## src/rtl/catlnf_pkg.sv

```systemverilog
// shared types and constants of the line number filter
`timescale 1ns / 1ps
package catlnf_pkg;

  localparam int NUMBER_DIGITS = 6;
  localparam int NUM_W         = 4 * NUMBER_DIGITS;
  localparam int POS_W         = $clog2(NUMBER_DIGITS + 3);
  localparam int DIG_IDX_W     = (NUMBER_DIGITS > 1) ? $clog2(NUMBER_DIGITS) : 1;
  localparam int FIFO_DEPTH    = 2;
  localparam int FIFO_PTR_W    = $clog2(FIFO_DEPTH);
  localparam int FIFO_CNT_W    = $clog2(FIFO_DEPTH + 1);
  localparam int CFG_IDX_W     = 3;
  localparam int CFG_DATA_W    = 2;

  localparam logic [7:0] CH_TAB    = 8'd9;
  localparam logic [7:0] CH_NL     = 8'd10;
  localparam logic [7:0] CH_SPACE  = 8'd32;
  localparam logic [7:0] CH_DOLLAR = 8'h24;
  localparam logic [7:0] CH_ZERO   = 8'h30;
  localparam logic [7:0] CH_I      = 8'h49;
  localparam logic [7:0] CH_CARET  = 8'h5e;
  localparam logic [7:0] CH_CTRL_OFS = 8'd64;

  typedef enum logic [CFG_IDX_W-1:0] {
    CFG_NUMBER_MODE   = 3'd0,
    CFG_SQUEEZE_BLANK = 3'd1,
    CFG_SHOW_ENDS     = 3'd2,
    CFG_SHOW_TABS     = 3'd3,
    CFG_SHOW_CONTROL  = 3'd4
  } cfg_idx_e;

  typedef enum logic [1:0] {
    NUM_NONE     = 2'd0,
    NUM_ALL      = 2'd1,
    NUM_NONBLANK = 2'd2
  } num_mode_e;

  typedef struct packed {
    logic [1:0] number_mode;
    logic       squeeze_blank;
    logic       show_ends;
    logic       show_tabs;
    logic       show_control;
  } cfg_t;

  // one queued line step: optional number prefix and one or two body bytes
  typedef struct packed {
    logic                                has_num;
    logic [NUMBER_DIGITS-1:0][3:0]       digits;
    logic [NUMBER_DIGITS-1:0]            space;
    logic                                body_two;
    logic [7:0]                          b0;
    logic [7:0]                          b1;
  } desc_t;

endpackage

```

## src/rtl/catlnf_fifo.sv

```systemverilog
// two-entry descriptor queue between front and back end
`timescale 1ns / 1ps
module catlnf_fifo (
  input  logic                 clk_i,
  input  logic                 rst_ni,
  input  logic                 push_i,
  input  catlnf_pkg::desc_t    push_data_i,
  output logic                 full_o,
  input  logic                 pop_i,
  output catlnf_pkg::desc_t    head_o,
  output logic                 empty_o
);
  import catlnf_pkg::*;

  desc_t                  mem_q [FIFO_DEPTH];
  logic [FIFO_PTR_W-1:0]  wr_ptr_q, wr_ptr_d;
  logic [FIFO_PTR_W-1:0]  rd_ptr_q, rd_ptr_d;
  logic [FIFO_CNT_W-1:0]  cnt_q, cnt_d;
  logic                   do_push, do_pop;

  assign full_o  = (cnt_q == FIFO_CNT_W'(FIFO_DEPTH));
  assign empty_o = (cnt_q == '0);
  assign head_o  = mem_q[rd_ptr_q];
  assign do_push = push_i && !full_o;
  assign do_pop  = pop_i && !empty_o;

  always_comb begin
    wr_ptr_d = wr_ptr_q;
    rd_ptr_d = rd_ptr_q;
    cnt_d    = cnt_q;
    if (do_push) begin
      wr_ptr_d = (wr_ptr_q == FIFO_PTR_W'(FIFO_DEPTH - 1)) ? '0 : wr_ptr_q + 1'b1;
    end
    if (do_pop) begin
      rd_ptr_d = (rd_ptr_q == FIFO_PTR_W'(FIFO_DEPTH - 1)) ? '0 : rd_ptr_q + 1'b1;
    end
    if (do_push && !do_pop) begin
      cnt_d = cnt_q + 1'b1;
    end else if (do_pop && !do_push) begin
      cnt_d = cnt_q - 1'b1;
    end
  end

  always_ff @(posedge clk_i or negedge rst_ni) begin
    if (!rst_ni) begin
      wr_ptr_q <= '0;
      rd_ptr_q <= '0;
      cnt_q    <= '0;
    end else begin
      wr_ptr_q <= wr_ptr_d;
      rd_ptr_q <= rd_ptr_d;
      cnt_q    <= cnt_d;
    end
  end

  always_ff @(posedge clk_i) begin
    if (do_push) begin
      mem_q[wr_ptr_q] <= push_data_i;
    end
  end

endmodule

```

## src/rtl/catlnf_front.sv

```systemverilog
// front end: line state, bcd line counter and classification of each input byte
`timescale 1ns / 1ps
module catlnf_front (
  input  logic                 clk_i,
  input  logic                 rst_ni,
  input  catlnf_pkg::cfg_t     cfg_i,
  input  logic                 in_valid_i,
  output logic                 in_ready_o,
  input  logic [7:0]           in_byte_i,
  input  logic                 file_start_i,
  output logic                 push_o,
  output catlnf_pkg::desc_t    push_data_o,
  input  logic                 full_i
);
  import catlnf_pkg::*;

  localparam logic [NUM_W-1:0] LINE_ONE = NUM_W'(1);

  logic [NUMBER_DIGITS-1:0][3:0] line_q, line_d;
  logic                          after_nl_q, after_nl_d;
  logic [1:0]                    blank_run_q, blank_run_d;

  logic [NUMBER_DIGITS-1:0][3:0] line_cur, line_inc;
  logic                          after_cur;
  logic [1:0]                    blank_cur, blank_new;
  logic                          is_nl, squeezed, want_num, accept;
  logic                          all_nine, carry, zero_above;
  desc_t                         desc;

  assign in_ready_o = !full_i;
  assign accept     = in_valid_i && in_ready_o;

  always_comb begin
    line_cur  = file_start_i ? LINE_ONE : line_q;
    after_cur = file_start_i ? 1'b1 : after_nl_q;
    blank_cur = file_start_i ? 2'd0 : blank_run_q;
    is_nl     = (in_byte_i == CH_NL);

    if (is_nl && after_cur) begin
      blank_new = (blank_cur == 2'd3) ? 2'd3 : blank_cur + 2'd1;
    end else begin
      blank_new = 2'd0;
    end
    squeezed = cfg_i.squeeze_blank && (blank_new >= 2'd2);
    want_num = after_cur && ((cfg_i.number_mode == NUM_ALL) ||
                             ((cfg_i.number_mode == NUM_NONBLANK) && !is_nl));

    // saturating bcd increment
    all_nine = 1'b1;
    for (int i = 0; i < NUMBER_DIGITS; i++) begin
      all_nine = all_nine && (line_cur[i] == 4'd9);
    end
    carry    = 1'b1;
    line_inc = line_cur;
    for (int i = 0; i < NUMBER_DIGITS; i++) begin
      if (carry) begin
        if (line_cur[i] >= 4'd9) begin
          line_inc[i] = 4'd0;
        end else begin
          line_inc[i] = line_cur[i] + 4'd1;
          carry       = 1'b0;
        end
      end
    end
    if (all_nine) begin
      line_inc = line_cur;
    end

    // leading zero blanking, lowest digit always printed
    zero_above = 1'b1;
    desc.space = '0;
    for (int i = NUMBER_DIGITS - 1; i >= 0; i--) begin
      zero_above    = zero_above && (line_cur[i] == 4'd0);
      desc.space[i] = zero_above && (i > 0);
    end
    desc.has_num = want_num;
    desc.digits  = line_cur;

    desc.body_two = 1'b0;
    desc.b0       = in_byte_i;
    desc.b1       = in_byte_i;
    if (is_nl) begin
      if (cfg_i.show_ends) begin
        desc.body_two = 1'b1;
        desc.b0       = CH_DOLLAR;
        desc.b1       = CH_NL;
      end
    end else if ((in_byte_i == CH_TAB) && cfg_i.show_tabs) begin
      desc.body_two = 1'b1;
      desc.b0       = CH_CARET;
      desc.b1       = CH_I;
    end else if ((in_byte_i < CH_SPACE) && (in_byte_i != CH_TAB) && cfg_i.show_control) begin
      desc.body_two = 1'b1;
      desc.b0       = CH_CARET;
      desc.b1       = in_byte_i + CH_CTRL_OFS;
    end

    line_d      = line_q;
    after_nl_d  = after_nl_q;
    blank_run_d = blank_run_q;
    if (accept) begin
      blank_run_d = blank_new;
      if (squeezed) begin
        line_d     = line_cur;
        after_nl_d = after_cur;
      end else begin
        line_d     = want_num ? line_inc : line_cur;
        after_nl_d = is_nl;
      end
    end
  end

  assign push_o      = accept && !squeezed;
  assign push_data_o = desc;

  always_ff @(posedge clk_i or negedge rst_ni) begin
    if (!rst_ni) begin
      line_q      <= LINE_ONE;
      after_nl_q  <= 1'b1;
      blank_run_q <= 2'd0;
    end else begin
      line_q      <= line_d;
      after_nl_q  <= after_nl_d;
      blank_run_q <= blank_run_d;
    end
  end

endmodule

```

## src/rtl/catlnf_back.sv

```systemverilog
// back end: expands the queue head into output words, one per cycle while not stalled
`timescale 1ns / 1ps
module catlnf_back (
  input  logic                 clk_i,
  input  logic                 rst_ni,
  input  catlnf_pkg::desc_t    head_i,
  input  logic                 empty_i,
  output logic                 pop_o,
  output logic                 out_valid_o,
  input  logic                 out_ready_i,
  output logic [7:0]           out_byte_o,
  output logic                 out_last_o
);
  import catlnf_pkg::*;

  logic [POS_W-1:0] pos_q, pos_d;
  logic             out_valid_q, out_valid_d;
  logic [7:0]       out_byte_q, out_byte_d;
  logic             out_last_q, out_last_d;

  logic [POS_W-1:0] body_start, last_pos, dig_pos;
  logic [3:0]       dig;
  logic [7:0]       cur_byte;
  logic             cur_last, load;

  always_comb begin
    body_start = head_i.has_num ? POS_W'(NUMBER_DIGITS + 1) : '0;
    last_pos   = body_start + POS_W'(head_i.body_two);
    dig_pos    = POS_W'(NUMBER_DIGITS - 1) - pos_q;
    dig        = head_i.digits[dig_pos[DIG_IDX_W-1:0]];
    if (dig > 4'd9) begin
      dig = 4'd9;
    end

    if (head_i.has_num && (pos_q < POS_W'(NUMBER_DIGITS))) begin
      cur_byte = head_i.space[dig_pos[DIG_IDX_W-1:0]] ? CH_SPACE : CH_ZERO + {4'd0, dig};
    end else if (head_i.has_num && (pos_q == POS_W'(NUMBER_DIGITS))) begin
      cur_byte = CH_TAB;
    end else if (pos_q == body_start) begin
      cur_byte = head_i.b0;
    end else begin
      cur_byte = head_i.b1;
    end
    cur_last = (pos_q == last_pos);

    load = !empty_i && (!out_valid_q || out_ready_i);

    pos_d       = pos_q;
    out_valid_d = out_valid_q;
    out_byte_d  = out_byte_q;
    out_last_d  = out_last_q;
    if (out_valid_q && out_ready_i) begin
      out_valid_d = 1'b0;
    end
    if (load) begin
      out_valid_d = 1'b1;
      out_byte_d  = cur_byte;
      out_last_d  = cur_last;
      pos_d       = cur_last ? '0 : pos_q + 1'b1;
    end
  end

  assign pop_o       = load && cur_last;
  assign out_valid_o = out_valid_q;
  assign out_byte_o  = out_byte_q;
  assign out_last_o  = out_last_q;

  always_ff @(posedge clk_i or negedge rst_ni) begin
    if (!rst_ni) begin
      pos_q       <= '0;
      out_valid_q <= 1'b0;
    end else begin
      pos_q       <= pos_d;
      out_valid_q <= out_valid_d;
    end
  end

  always_ff @(posedge clk_i) begin
    out_byte_q <= out_byte_d;
    out_last_q <= out_last_d;
  end

endmodule

```

## src/rtl/cat_line_number_filter.sv

```systemverilog
// top level of the line number filter: config registers, front, queue, back
// Text filter in the manner of cat -n/-b/-s/-E/-T/-v: one input byte per word on the
// slave side, file start flag on tuser; zero to nine output bytes per input on the
// master side, tlast on the final byte of each input. An input that yields one byte
// passes at one word per cycle while the output is ready; one that yields n bytes
// (six-digit number prefix plus tab, dollar before newline, caret pairs) holds the
// output until all n are out, as the back end emits one byte per cycle while it is ready
// from the head of a two-entry queue. A squeezed blank line is accepted and yields
// nothing. Configuration is to be written through cfg_we_i, cfg_idx_i, cfg_wdata_i
// while the block is idle; the user must ensure this, as the block does not check it.
`timescale 1ns / 1ps
module cat_line_number_filter (
  input  logic                             clk_i,
  input  logic                             rst_ni,
  input  logic                             cfg_we_i,
  input  logic [catlnf_pkg::CFG_IDX_W-1:0] cfg_idx_i,
  input  logic [catlnf_pkg::CFG_DATA_W-1:0] cfg_wdata_i,
  input  logic                             s_axis_tvalid_i,
  output logic                             s_axis_tready_o,
  input  logic [7:0]                       s_axis_tdata_i,  // in_byte
  input  logic                             s_axis_tuser_i,  // file_start
  output logic                             m_axis_tvalid_o,
  input  logic                             m_axis_tready_i,
  output logic [7:0]                       m_axis_tdata_o,  // out_byte
  output logic                             m_axis_tlast_o
);
  import catlnf_pkg::*;

  cfg_t  cfg_q, cfg_d;
  desc_t push_data, head;
  logic  push, full, pop, empty;

  always_comb begin
    cfg_d = cfg_q;
    if (cfg_we_i) begin
      case (cfg_idx_i)
        CFG_NUMBER_MODE:   cfg_d.number_mode   = cfg_wdata_i[1:0];
        CFG_SQUEEZE_BLANK: cfg_d.squeeze_blank = cfg_wdata_i[0];
        CFG_SHOW_ENDS:     cfg_d.show_ends     = cfg_wdata_i[0];
        CFG_SHOW_TABS:     cfg_d.show_tabs     = cfg_wdata_i[0];
        CFG_SHOW_CONTROL:  cfg_d.show_control  = cfg_wdata_i[0];
        default: begin
        end
      endcase
    end
  end

  always_ff @(posedge clk_i or negedge rst_ni) begin
    if (!rst_ni) begin
      cfg_q <= '0;
    end else begin
      cfg_q <= cfg_d;
    end
  end

  catlnf_front u_front (
    .clk_i        (clk_i),
    .rst_ni       (rst_ni),
    .cfg_i        (cfg_q),
    .in_valid_i   (s_axis_tvalid_i),
    .in_ready_o   (s_axis_tready_o),
    .in_byte_i    (s_axis_tdata_i),
    .file_start_i (s_axis_tuser_i),
    .push_o       (push),
    .push_data_o  (push_data),
    .full_i       (full)
  );

  catlnf_fifo u_fifo (
    .clk_i       (clk_i),
    .rst_ni      (rst_ni),
    .push_i      (push),
    .push_data_i (push_data),
    .full_o      (full),
    .pop_i       (pop),
    .head_o      (head),
    .empty_o     (empty)
  );

  catlnf_back u_back (
    .clk_i       (clk_i),
    .rst_ni      (rst_ni),
    .head_i      (head),
    .empty_i     (empty),
    .pop_o       (pop),
    .out_valid_o (m_axis_tvalid_o),
    .out_ready_i (m_axis_tready_i),
    .out_byte_o  (m_axis_tdata_o),
    .out_last_o  (m_axis_tlast_o)
  );

endmodule

```

## config.mk

```make
export PLATFORM = sky130hd
export DESIGN_NAME = cat_line_number_filter
export DESIGN_NICKNAME = d
export VERILOG_FILES = /design/src/rtl/catlnf_pkg.sv /design/src/rtl/catlnf_fifo.sv /design/src/rtl/catlnf_front.sv /design/src/rtl/catlnf_back.sv /design/src/rtl/cat_line_number_filter.sv
export SDC_FILE = /design/constraint.sdc
export NUM_CORES = 1
export LEC_CHECK = 0
export BUFFER_PORTS_ARGS = -buffer_cell sky130_fd_sc_hd__buf_2
export CORE_ASPECT_RATIO = 0.9
export CORE_UTILIZATION = 25
export DETAILED_ROUTE_END_ITERATION = 7
export GPL_TIMING_DRIVEN = 0
export PLACE_DENSITY = 0.49
export SKIP_LAST_GASP = 1
export SYNTH_ARGS = -nofsm -noshare
export SYNTH_HDL_FRONTEND = slang
export SYNTH_HIERARCHICAL = 1
export SYNTH_SLANG_ARGS = --single-unit
```

## constraint.sdc

```tcl
create_clock -name clk_i -period 6.1 [get_ports clk_i]
set_clock_uncertainty 0.05 [all_clocks]
set_input_delay 0 -clock clk_i [delete_from_list [all_inputs] [get_ports clk_i]]
set_output_delay 0 -clock clk_i [all_outputs]
set_load 0.01 [all_outputs]
```

Word-level counts from Yosys, hierarchy flattened. Memory sizes are Yosys's and may differ from the RTL's. Index checks and enable logic that the tools add are counted.

Equality and inequality tests: 20. Muxes and demuxes: 52. Order comparisons: 11. $add $sub $neg: 16. Reduce and logical (&&, ||, !) cells: 50.

Operator list (number): two-way mux 24 bit (4); two-way mux 17 bit (4); two-way mux 4 bit (14); two-way mux 8 bit (4); adder 4 x 1 -> 4 bit, second input constant (7); logical AND 1 bit (27); == test 4 bit, second input constant (6); greater-or-equal comparator 4 bit, second input constant (6); zero test 4 bit (5); two-way mux 1 bit (18); == test 8 x 4 -> 1 bit, second input constant (2); binary-select mux 4 bit (select 3 bit) (1); two-way mux 2 bit (5); AND reduction 2 bit (5); adder 8 x 7 -> 8 bit, second input constant (1); less-than comparator 8 x 6 -> 1 bit, second input constant (1); inequality test 8 x 4 -> 1 bit, second input constant (1); adder 6 x 4 -> 7 bit, first input constant (1); zero test 1 bit (7); == test 2 bit, second input constant (3); == test 3 x 2 -> 1 bit, second input constant (2); adder 2 x 1 -> 2 bit, second input constant (2); adder 4 x 1 -> 4 bit (1); == test 4 x 3 -> 1 bit (1); 18 further kinds (21).

Bits of input ports: 19. Register bits after elaboration: 51. RAM bits: 94. Memories kept: 1.

Memory list: u_fifo.mem_q (depth 2, width 47, rd ports 1, clocked after Yosys merged registers in 0, write ports 1, RTL line catlnf_fifo.sv:15) `desc_t mem_q [FIFO_DEPTH];`.

Logic depth before layout (Yosys ltp). Gate-level depths: netlist of the first run.

Depth in word-level cells: 13. Depth in mapped cells: 14. Depth with buffers taken out: 11.

By module. The synthesis of the first run kept the hierarchy.

Modules (own cells, without submodules): catlnf_fifo (area an instance 3706.1 µm², instances 1, cells each 168, seq. area each 2982.9 µm²); catlnf_front (area an instance 2388.5 µm², instances 1, cells each 304, seq. area each 678.2 µm²); catlnf_back (area an instance 1122.3 µm², instances 1, cells each 117, seq. area each 395.4 µm²); cat_line_number_filter (area an instance 299.0 µm², instances 1, cells each 17, seq. area each 150.1 µm²).

Least setup slack after synthesis of the first run. Ideal clock, no wire load.

Path type: flip-flop to flip-flop. Start: reg u_fifo.cnt_q[0]. End: mem u_fifo/mem_q[0][0] in the netlist's numbering (enable). Path slack: 2268 ps. Data arrival time: 3328 ps. Period minus slack after synthesis: 3832 ps. Setup time: 454 ps. Stages on the path, launching flop included: 9. Path buffers: 1. Path through: dfrtp_1 -> nand2b_1 -> inv_1 -> inv_1 -> nand2_1 -> clkbuf_1 -> a41oi_1 -> nand2_1 -> nor2_1.

Cells in the longest elaborated chain, start to end: 7.

Ends and longest elaborated chain: start, declared (RTL line catlnf_fifo.sv:18) `logic [FIFO_CNT_W-1:0] cnt_q, cnt_d;`; start signal, assigned (RTL line catlnf_fifo.sv:52) `cnt_q <= cnt_d;`; == test 2 bit (RTL line catlnf_fifo.sv:21) `assign full_o = (cnt_q == FIFO_CNT_W'(FIFO_DEPTH));`; named net full (RTL line cat_line_number_filter.sv:31) `logic push, full, pop, empty;`; zero test 1 bit (RTL line catlnf_front.sv:30) `assign in_ready_o = !full_i;`; named net s_axis_tready_o (RTL line cat_line_number_filter.sv:19) `output logic s_axis_tready_o,`; logical AND 1 bit (RTL line catlnf_front.sv:31) `assign accept = in_valid_i && in_ready_o;`; logical AND 1 bit (RTL line catlnf_front.sv:113) `assign push_o = accept && !squeezed;`; named net push (RTL line cat_line_number_filter.sv:31); logical AND 1 bit (RTL line catlnf_fifo.sv:24) `assign do_push = push_i && !full_o;`; two-way mux 1 bit (RTL line catlnf_fifo.sv:57) `if (do_push) begin`; two-way mux 1 bit (not written as such) (RTL line catlnf_fifo.sv:58) `mem_q[wr_ptr_q] <= push_data_i;`; end, declared (RTL line catlnf_fifo.sv:15).

The timed path passes the listed nets, and every way through them passes these cells.

==> out/qor.yml, run 1 <==
p_per_area_nw_per_um2: 425
ys_types: 73
final_max_slew_viol_count: 0
vdd_ir_drop_max_mv: 0.196
ys_seq_area_share_pct: 56.0
place_congestion: 0.801
status: "complete, no violations"
layout-drive-gt1-share_pct: 21.5
setup-violations-final: 0
synthToLayoutAreaGrowth_pct: 20.6
drc: 0
first_pass_iters: 8
cp.required_ps: 6390
cts_tree: "done"
mappedNetlistArea_um2: 7520
synth_top_area_share_pct: 42.0
worst_setup_path_end_kind: "register"
dp_hpwl_um: 12600
min_period_ps: 3710
grt_max_degree: 43
die_height_um: 166
ff2ff_path_depth: 11
synth_flop_cell: "edfxtp_1"
drv_cap: 0
num_vias: 4882
dr_wl_met3_um: 579
async_flop_share_pct: 28.6
wl_met1_um: 9310
worst-r2r-setup-slack_ps: 2660
grt_pass1_wl_um: 27800
insertion_delay_ps: 420
met2_wirelength_um: 7470
portBuffers: 29
grt_pass1_vias: 4797
top_layer: "met4"
h-tree-depth: 4
min_path_cells: 5
synth_edf_count: 105
hold_class: "in2reg"
via_per_inst: 4.50
cts_buffers: 17
drt_wl_total_um: 17500
syn_area_per_cell_um2: 12.4
drtIter0Drc: 327
yosys_warnings: 6
post-route-period-util_pct: 60.8
antenna_found_initial: 0
fin_nets: 720
crit_path_max_fanout: 10
hold_violations: 0
cts_num_sinks: 147
whs_ps: 87.1
cellLeakagePower_uw: 0.00337
arrival_ps: 4000
synth_area_leader_cell: "edfxtp_1"
cts_buffer_depth: 2
io_pins: 30
max_freq_mhz: 270
syn_nets: 651
antenna_left: 0
die-width_um: 185
synthCells: 606
fillCellCount: 3010
synth_seq_cells: 147
path_class: "in2reg"
worst_slew_pin_slew_ps: 1080
wl_per_cell_um: 16.2
cts_root_buf: "clkbuf_16"
start_util_pct: 25.7
antenna_cells: 0
core_area_um2: 29200
std_cell_rows: 59
grt_use_total_pct: 12.0
grt_remaining_overflow: 0
timing.slew.headroom_pct: 27.9
startpoint_type: "input port"
synth_area_leaders: "edfxtp_1 (42%), dfrtp_1 (13%), mux2_2 (6.1%)"
path_clk_slew_ps: 60
rsz0062_at_grt: "no"
die_area_um2: 30800
tns_ps: 0
[cells in the mapped netlist (all sizes together), types with 3 or more instances]
master / instances
a211oi: 3
a21boi: 3
a21oi: 18
a22o: 3
a31oi: 4
and2: 3
and3: 3
and4bb: 5
buf: 12
clkbuf: 16
dfrtp: 40
edfxtp: 105
ha: 26
inv: 28
mux2: 57
mux2i: 20
nand2: 48
nand2b: 15
nand3: 11
nand3b: 3
nand4: 6
nand4b: 5
nor2: 53
nor2b: 12
nor3: 3
nor3b: 5
nor4: 4
nor4bb: 3
o21a: 3
o21ai: 28
o22ai: 10
o31ai: 6
or2: 6
xnor2: 5
xor2: 3
[cells in the final DEF (no fill, tap or decap), types with 4 or more instances in the layout]
| cell | Yosys | layout |
|---|---|---|
| edfxtp_1 | 105 | 105 |
| nor2_1 | 53 | 52 |
| nand2_1 | 48 | 48 |
| mux2_2 | 41 | 41 |
| dfrtp_1 | 40 | 40 |
| buf_2 | 2 | 31 |
| inv_1 | 28 | 28 |
| ha_1 | 26 | 26 |
| o21ai_0 | 21 | 21 |
| mux2i_1 | 20 | 20 |
| dlygate4sd3_1 | 0 | 19 |
| clkbuf_16 | 0 | 17 |
| a21oi_1 | 17 | 17 |
| clkbuf_1 | 16 | 16 |
| nand2b_1 | 15 | 15 |
| mux2_4 | 13 | 13 |
| nor2b_1 | 12 | 12 |
| nand3_1 | 11 | 11 |
| o22ai_1 | 9 | 9 |
| o21ai_1 | 7 | 7 |
| nand4_1 | 6 | 6 |
| o31ai_1 | 6 | 6 |
| nand4b_1 | 5 | 5 |
| bufinv_16 | 0 | 5 |
| xnor2_1 | 5 | 5 |
| buf_4 | 5 | 5 |
| and4bb_1 | 4 | 4 |
| buf_6 | 4 | 4 |
| a31oi_1 | 4 | 4 |
| nor3b_1 | 4 | 4 |
[critical path: stages]
cell           delay, ps
dlygate4sd3_1        520
buf_2                160
buf_6                160
clkbuf_1             430
clkbuf_1             480
nor2b_1              180
inv_1                140
ha_1                 180
nor4bb_1             330
nand4_1              210
o22ai_2              370
or2_1                170
buf_6                130
buf_2                250
nor2_1               110
o21ai_1              160
[registers in the layout, summed over array words and instances (netlist names)]
register             flops
u_fifo/rd_ptr_q          1
u_back/out_last_o        1
cfg_q                    6
u_back/out_byte_o        8
u_front/line_q          24
u_fifo/wr_ptr_q          1
u_fifo/cnt_q             2
u_back/pos_q             4
u_front/after_nl_q       1
u_fifo/mem_q            96
u_front/blank_run_q      2
u_back/out_valid_o       1
[through the flow]
stage | total power, µW | utilization [%] | setup slack [ps] | area (µm²) | std cells
finish | 3850 | 31.0 | 2390 | 9060 | 1084
global route | 4070 | 31.0 | 2170 | 9060 | 1084
CTS | 3900 | 31.0 | 2430 | 9060 | 1084
detailed placement | 2710 | 28.1 | 2530 | 8210 | 1033
global placement | 2700 | 27.9 | 475 | 8160 | 1031
floorplan | 2330 | - | 2270 | 7520 | 606
[final cells by class]
cell class	instances	area, µm²	share of cell area, %
clock buffer	20	467	5.15
sequential	147	4210	46.4
inverter	28	105	1.16
timing repair buffer	50	375	4.14
clock inverter	12	201	2.22
buffer	28	168	1.85
tap	396	495	5.47
multi-input combinational	403	3050	33.6
[report_power, final]
part	switching [µW]	leakage [µW]	internal, µW	total, µW
sequential	90.3	0.00148	1360	1450
combinational	710	0.00157	525	1230
clock	407	0.000323	760	1170
[per-layer routing]
| metal | global-route usage, % | vias up |
|---|---|---|
| met3 | 2.43 | 13 |
| met2 | 17.1 | 91 |
| met5 | 0 | - |
| li1 | - | 2374 |
| met4 | 3.27 | 0 |
| met1 | 18.1 | 2404 |
[path summary, 6_finish.rpt]
kind,from,end
worst max-delay path,s_axis_tuser_i,u_front/line_q[4]
worst min-delay path,s_axis_tvalid_i,u_front/line_q[8]
worst max register to register,u_fifo/rd_ptr_q,u_fifo/cnt_q[1]
worst min register to register,u_front/after_nl_q,u_front/after_nl_q
max in group asynchronous,rst_ni,u_back/pos_q[0]
min in group asynchronous,rst_ni,u_front/line_q[20]
[logic make-up (layout without fill, tap and decap cells)]
logic type | Yosys count | after routing | share of synthesized area [%]
mux | 78 | 78 | 12.2
compound gates | 99 | 99 | 9.09
simple gates | 191 | 191 | 13.9
other cells | 1 | 1 | 0.0499
fa+ha+maj | 26 | 26 | 4.33
flops | 147 | 147 | 56.0
xor+xnor | 8 | 8 | 0.932
buf+inv | 56 | 138 | 3.63
[what timing repair did]
action,4_1_cts,5_1_grt
gates resized for setup,0,0
endpoints found under the hold margin,80,0
hold buffers,19,0
setup buffers,0,0
Note: power is estimated with default switching activity, not from simulation.
==> inputs of run 2 (changes only) <==
==> constraint.sdc (replaced) <==
create_clock -name clk_i -period 3.7 [get_ports clk_i]
set_clock_uncertainty 0.05 [all_clocks]
set_input_delay 0 -clock clk_i [delete_from_list [all_inputs] [get_ports clk_i]]
set_output_delay 0 -clock clk_i [all_outputs]
set_load 0.01 [all_outputs]
==> out/qor.yml, run 2 (synthesized netlist as in run 1, its figures left out) <==
status: "complete, no violations"
io_pins: 30
cts_buffers: 17
grt_use_total_pct: 11.9
vdd_ir_drop_max_mv: 0.344
use_met3_pct: 2.38
grt_max_degree: 43
layout_common_cells: "edfxtp_1 (105), nor2_1 (52), nand2_1 (48)"
path_clk_slew_ps: 60
worst-r2r-setup-slack_ps: 300
h-tree-depth: 4
crit_path_max_fanout: 10
busiest_layer: "met1"
post_cts_buffers: 0
p_per_area_nw_per_um2: 669
critPathTopFamily: "compound AO/OA/AOI/OAI gates"
largest_register: "u_fifo/mem_q"
insertion_delay_ps: 420
grt_remaining_overflow: 0
cts_buffer_depth: 2
max_freq_mhz: 294
arrival_ps: 3690
cts_root_buf: "clkbuf_16"
wl_per_cell_um: 16.2
startpoint_type: "register"
met2_usage_pct: 16.8
post-route-period-util_pct: 92.0
cts_tree: "done"
final_max_slew_viol_count: 0
setup-violations-final: 0
cellLeakagePower_uw: 0.00330
drt_wl_total_um: 17500
cp-startpoint: "u_fifo/rd_ptr_q"
timing.slew.headroom_pct: 28.1
drc: 0
antenna_found_initial: 0
cts_num_sinks: 147
cp.required_ps: 3990
die_height_um: 166
portBuffers: 29
grt_use_met1_pct: 17.9
drtIter0Drc: 396
dp_hpwl_um: 12600
crit_buf_inv: 1
post-route-util_pct: 30.5
r2r-start: "u_fifo/rd_ptr_q"
path_class: "reg2reg"
rsz0062_at_grt: "no"
hold_class: "in2reg"
mostFrequentLayoutCell: "edfxtp_1"
power_uw: 5970
first_pass_iters: 4
max_stage_delay_ps: 650
place_congestion: 0.814
grt_pass1_vias: 4767
antenna_left: 0
drv_cap: 0
critPathMostFrequentCell: "ha_1"
largest_reg_flops: 96
core_area_um2: 29200
slowest_stage: "a211oi_1"
ff2ff_path_depth: 10
timing.rr.end: "u_fifo/cnt_q[1]"
synthToLayoutAreaGrowth_pct: 18.8
antenna_cells: 0
layout-drive-gt1-share_pct: 21.1
start_util_pct: 25.7
min_path_cells: 5
path_cells: "buf_6 -> mux2_2 -> ha_1 -> or3_1 -> a211oi_1 -> and2_1 -> o21ai_0 -> ha_1 -> nor2_1 -> xor2_1"
worst-path-stages: 10
grt_pass1_wl_um: 27500
worst_setup_path_end_kind: "register"
cp-endpoint: "u_fifo/cnt_q[1]"
fin_nets: 720
num_vias: 4876
std_cell_rows: 59
via_per_inst: 4.50
worst_slew_pin_slew_ps: 1080
die_area_um2: 30800
hold_violations: 0
die-width_um: 185
min_period_ps: 3400
## run 2: cell count changes in the layout (fill, tap and decap cells not counted), sizes merged
cell,change
clkinvlp,+1
bufinv,-5
clkinv,+4
## run 2: worst min path at each step
stage	from	end	slack, ps
final	s_axis_tvalid_i	u_front/line_q[8]	90
after detailed placement	rst_ni	u_front/line_q[17]	220
after CTS	s_axis_tvalid_i	u_front/line_q[8]	60
after floorplan	rst_ni	cfg_q[0]	-350
after global placement	rst_ni	u_front/line_q[17]	210
after global routing	s_axis_tuser_i	u_fifo/mem_q[1][41]	100
## run 2: report_power, final
group,total (µW),internal [µW],switching (µW)
Clock,1540,873,671
Sequential,2390,2240,145
Combinational,2040,867,1170
## run 2: layer usage
layer | vias up | routed length, µm
met1 | 2405 | 9280
met5 | - | 0
met4 | 0 | 228
li1 | 2374 | -
met3 | 15 | 530
met2 | 82 | 7480
## run 2: worst min-delay path: stages
cell and delay (ps):
buf_2 100, nand2_1 160, o21ai_0 110, nand3_1 80, o21ai_1 60
## run 2: final cells by class
cell class              count  area, µm²
plain buffers              28        168
flip-flops and latches    147       4210
inverters                  28        105
repair buffers             50        375
clock inverters            12       85.1
clock buffers              20        447
fillers                  3003      20300
well taps                 396        495
multi-input cells         403       3050
## run 2: timing repair
item,4_1_cts,5_1_grt
hold buffers,19,0
hold endpoints to repair,80,0
resized for setup,0,0
## run 2: stage by stage
step	cells	setup slack, ps	instance area, µm²	hold WS, ps	TNS (ps)
floorplan	606	665	7520	-346	0
global placement	1031	-575	8160	210	-43300
detailed placement	1033	129	8210	217	0
CTS	1084	325	8930	61.5	0
global route	1084	58.4	8930	104	0
finish	1084	297	8930	88.4	0
==> inputs of run 3 (changes only) <==
--- a/config.mk
+++ b/config.mk
@@ -6,7 +6,6 @@
 export NUM_CORES = 1
 export LEC_CHECK = 0
 export BUFFER_PORTS_ARGS = -buffer_cell sky130_fd_sc_hd__buf_2
-export CORE_ASPECT_RATIO = 0.9
 export CORE_UTILIZATION = 25
 export DETAILED_ROUTE_END_ITERATION = 7
 export GPL_TIMING_DRIVEN = 0
==> out/qor.yml, run 3 (synthesized netlist as in run 1, its figures left out) <==
path_clk_slew_ps: 60
insertion_delay_ps: 430
mostFrequentLayoutCell: "edfxtp_1"
cts_root_buf: "clkbuf_16"
fin_ws_ps: 385
start_util_pct: 25.4
grt_use_total_pct: 11.8
die_area_um2: 30800
portBuffers: 29
core_area_um2: 29600
via_per_inst: 4.52
min_path_cells: 3
layout_common_cells: "edfxtp_1 (105), nor2_1 (52), nand2_1 (48)"
violations: "DRC"
r2r-start: "u_fifo/rd_ptr_q"
cts_num_sinks: 147
rsz0062_at_grt: "no"
worst_setup_path_end_kind: "register"
cellLeakagePower_uw: 0.00336
fin_nets: 720
max_freq_mhz: 302
place_congestion: 0.820
hp-start: "s_axis_tuser_i"
dp.cells: 1027
grt_pass1_vias: 4821
num_vias: 4871
vdd_ir_drop_max_mv: 0.244
final_max_slew_viol_count: 0
timing.slew.headroom_pct: 30.6
cts_buffer_depth: 2
timing.rr.end: "u_fifo/cnt_q[1]"
tns_ps: 0
first_pass_iters: 7
worst-r2r-setup-slack_ps: 390
grt_max_degree: 43
ff2ff_path_depth: 11
grt_remaining_overflow: 0
cts_tree: "done"
grt_pass1_wl_um: 27600
hold_class: "in2reg"
hold_violations: 0
min_period_ps: 3310
antenna_found_initial: 0
antenna_left: 0
setup-violations-final: 0
drc: 3
worst_slew_pin_slew_ps: 1040
post-route-period-util_pct: 89.6
layout-drive-gt1-share_pct: 21.5
synthToLayoutAreaGrowth_pct: 20.3
fin_cells: 1078
whs_ps: 72.3
crit_path_max_fanout: 10
dp_slack_ps: 56.5
dp_hpwl_um: 12200
drv_cap: 0
largest_reg_flops: 96
largest_register: "u_fifo/mem_q"
path_class: "reg2reg"
antenna_cells: 0
std_cell_rows: 63
cp.required_ps: 4000
post-route-util_pct: 30.5
die-width_um: 175
h-tree-depth: 4
wl_per_cell_um: 15.9
io_pins: 30
die_height_um: 175
arrival_ps: 3610
status: "finished with violations"
drtIter0Drc: 406
hold_path_end: "u_fifo/mem_q[1][38]"
drt_wl_total_um: 17200
cts_buffers: 17
p_per_area_nw_per_um2: 700
startpoint_type: "register"
-- run 3: layout make-up --
type / instances / area [µm²]
Buffer: 28 / 168
Multi-Input combinational cell: 403 / 3050
Timing Repair Buffer: 50 / 375
Clock buffer: 17 / 425
Tap cell: 390 / 488
Inverter: 28 / 105
Sequential cell: 147 / 4210
Clock inverter: 15 / 230
Fill cell: 3062 / 20600
-- run 3: critical path, stage by stage (launching register included) --
cell      delay [ps]
dfrtp_1          390
buf_6            180
mux2_2           410
ha_1             200
or3_1            340
a211oi_1         580
and2_1           270
o21ai_0          170
ha_1             230
xor2_1           140
nor2_1           120
xor2_1           140
-- run 3: stage by stage --
step / power [µW] / area, µm²
final: 6330 / 9040
after global routing: 6690 / 9040
after CTS: 6410 / 9040
after detailed placement: 4470 / 8200
after global placement: 4440 / 8150
after floorplan: 3840 / 7520
-- run 3: routing by layer --
metal | track usage [%] | share of wire (%) | vias up
li1 | - | - | 2375
met4 | 4.53 | 1.8 | 0
met2 | 18.0 | 45 | 74
met1 | 16.6 | 50 | 2401
met3 | 1.93 | 2.5 | 21
met5 | 0 | 0 | -
-- run 3: what timing repair did --
item	CTS	global route
setup buffers	0	0
endpoints found under the hold margin	80	0
hold buffers	19	0
resized for setup	0	0
-- run 3: how the worst max path moves through the flow --
stage | startpoint | end | slack [ps] | depth (start not counted)
after floorplan | u_fifo/cnt_q[0] | u_fifo/mem_q[0][0] | 670 | 8
after global placement | u_fifo/cnt_q[0] | u_fifo/mem_q[0][44] | -630 | 8
after detailed placement | s_axis_tuser_i | u_front/line_q[4] | 60 | 15
after CTS | u_fifo/rd_ptr_q | u_fifo/cnt_q[1] | 360 | 11
after global routing | u_fifo/rd_ptr_q | u_fifo/cnt_q[1] | 100 | 11
final | u_fifo/rd_ptr_q | u_fifo/cnt_q[1] | 390 | 11
-- run 3: where the power goes --
group	switching, µW	total [µW]	internal [µW]
clock network	701	1900	1200
logic	1170	2040	866
registers	145	2390	2240
total	2020	6330	4310
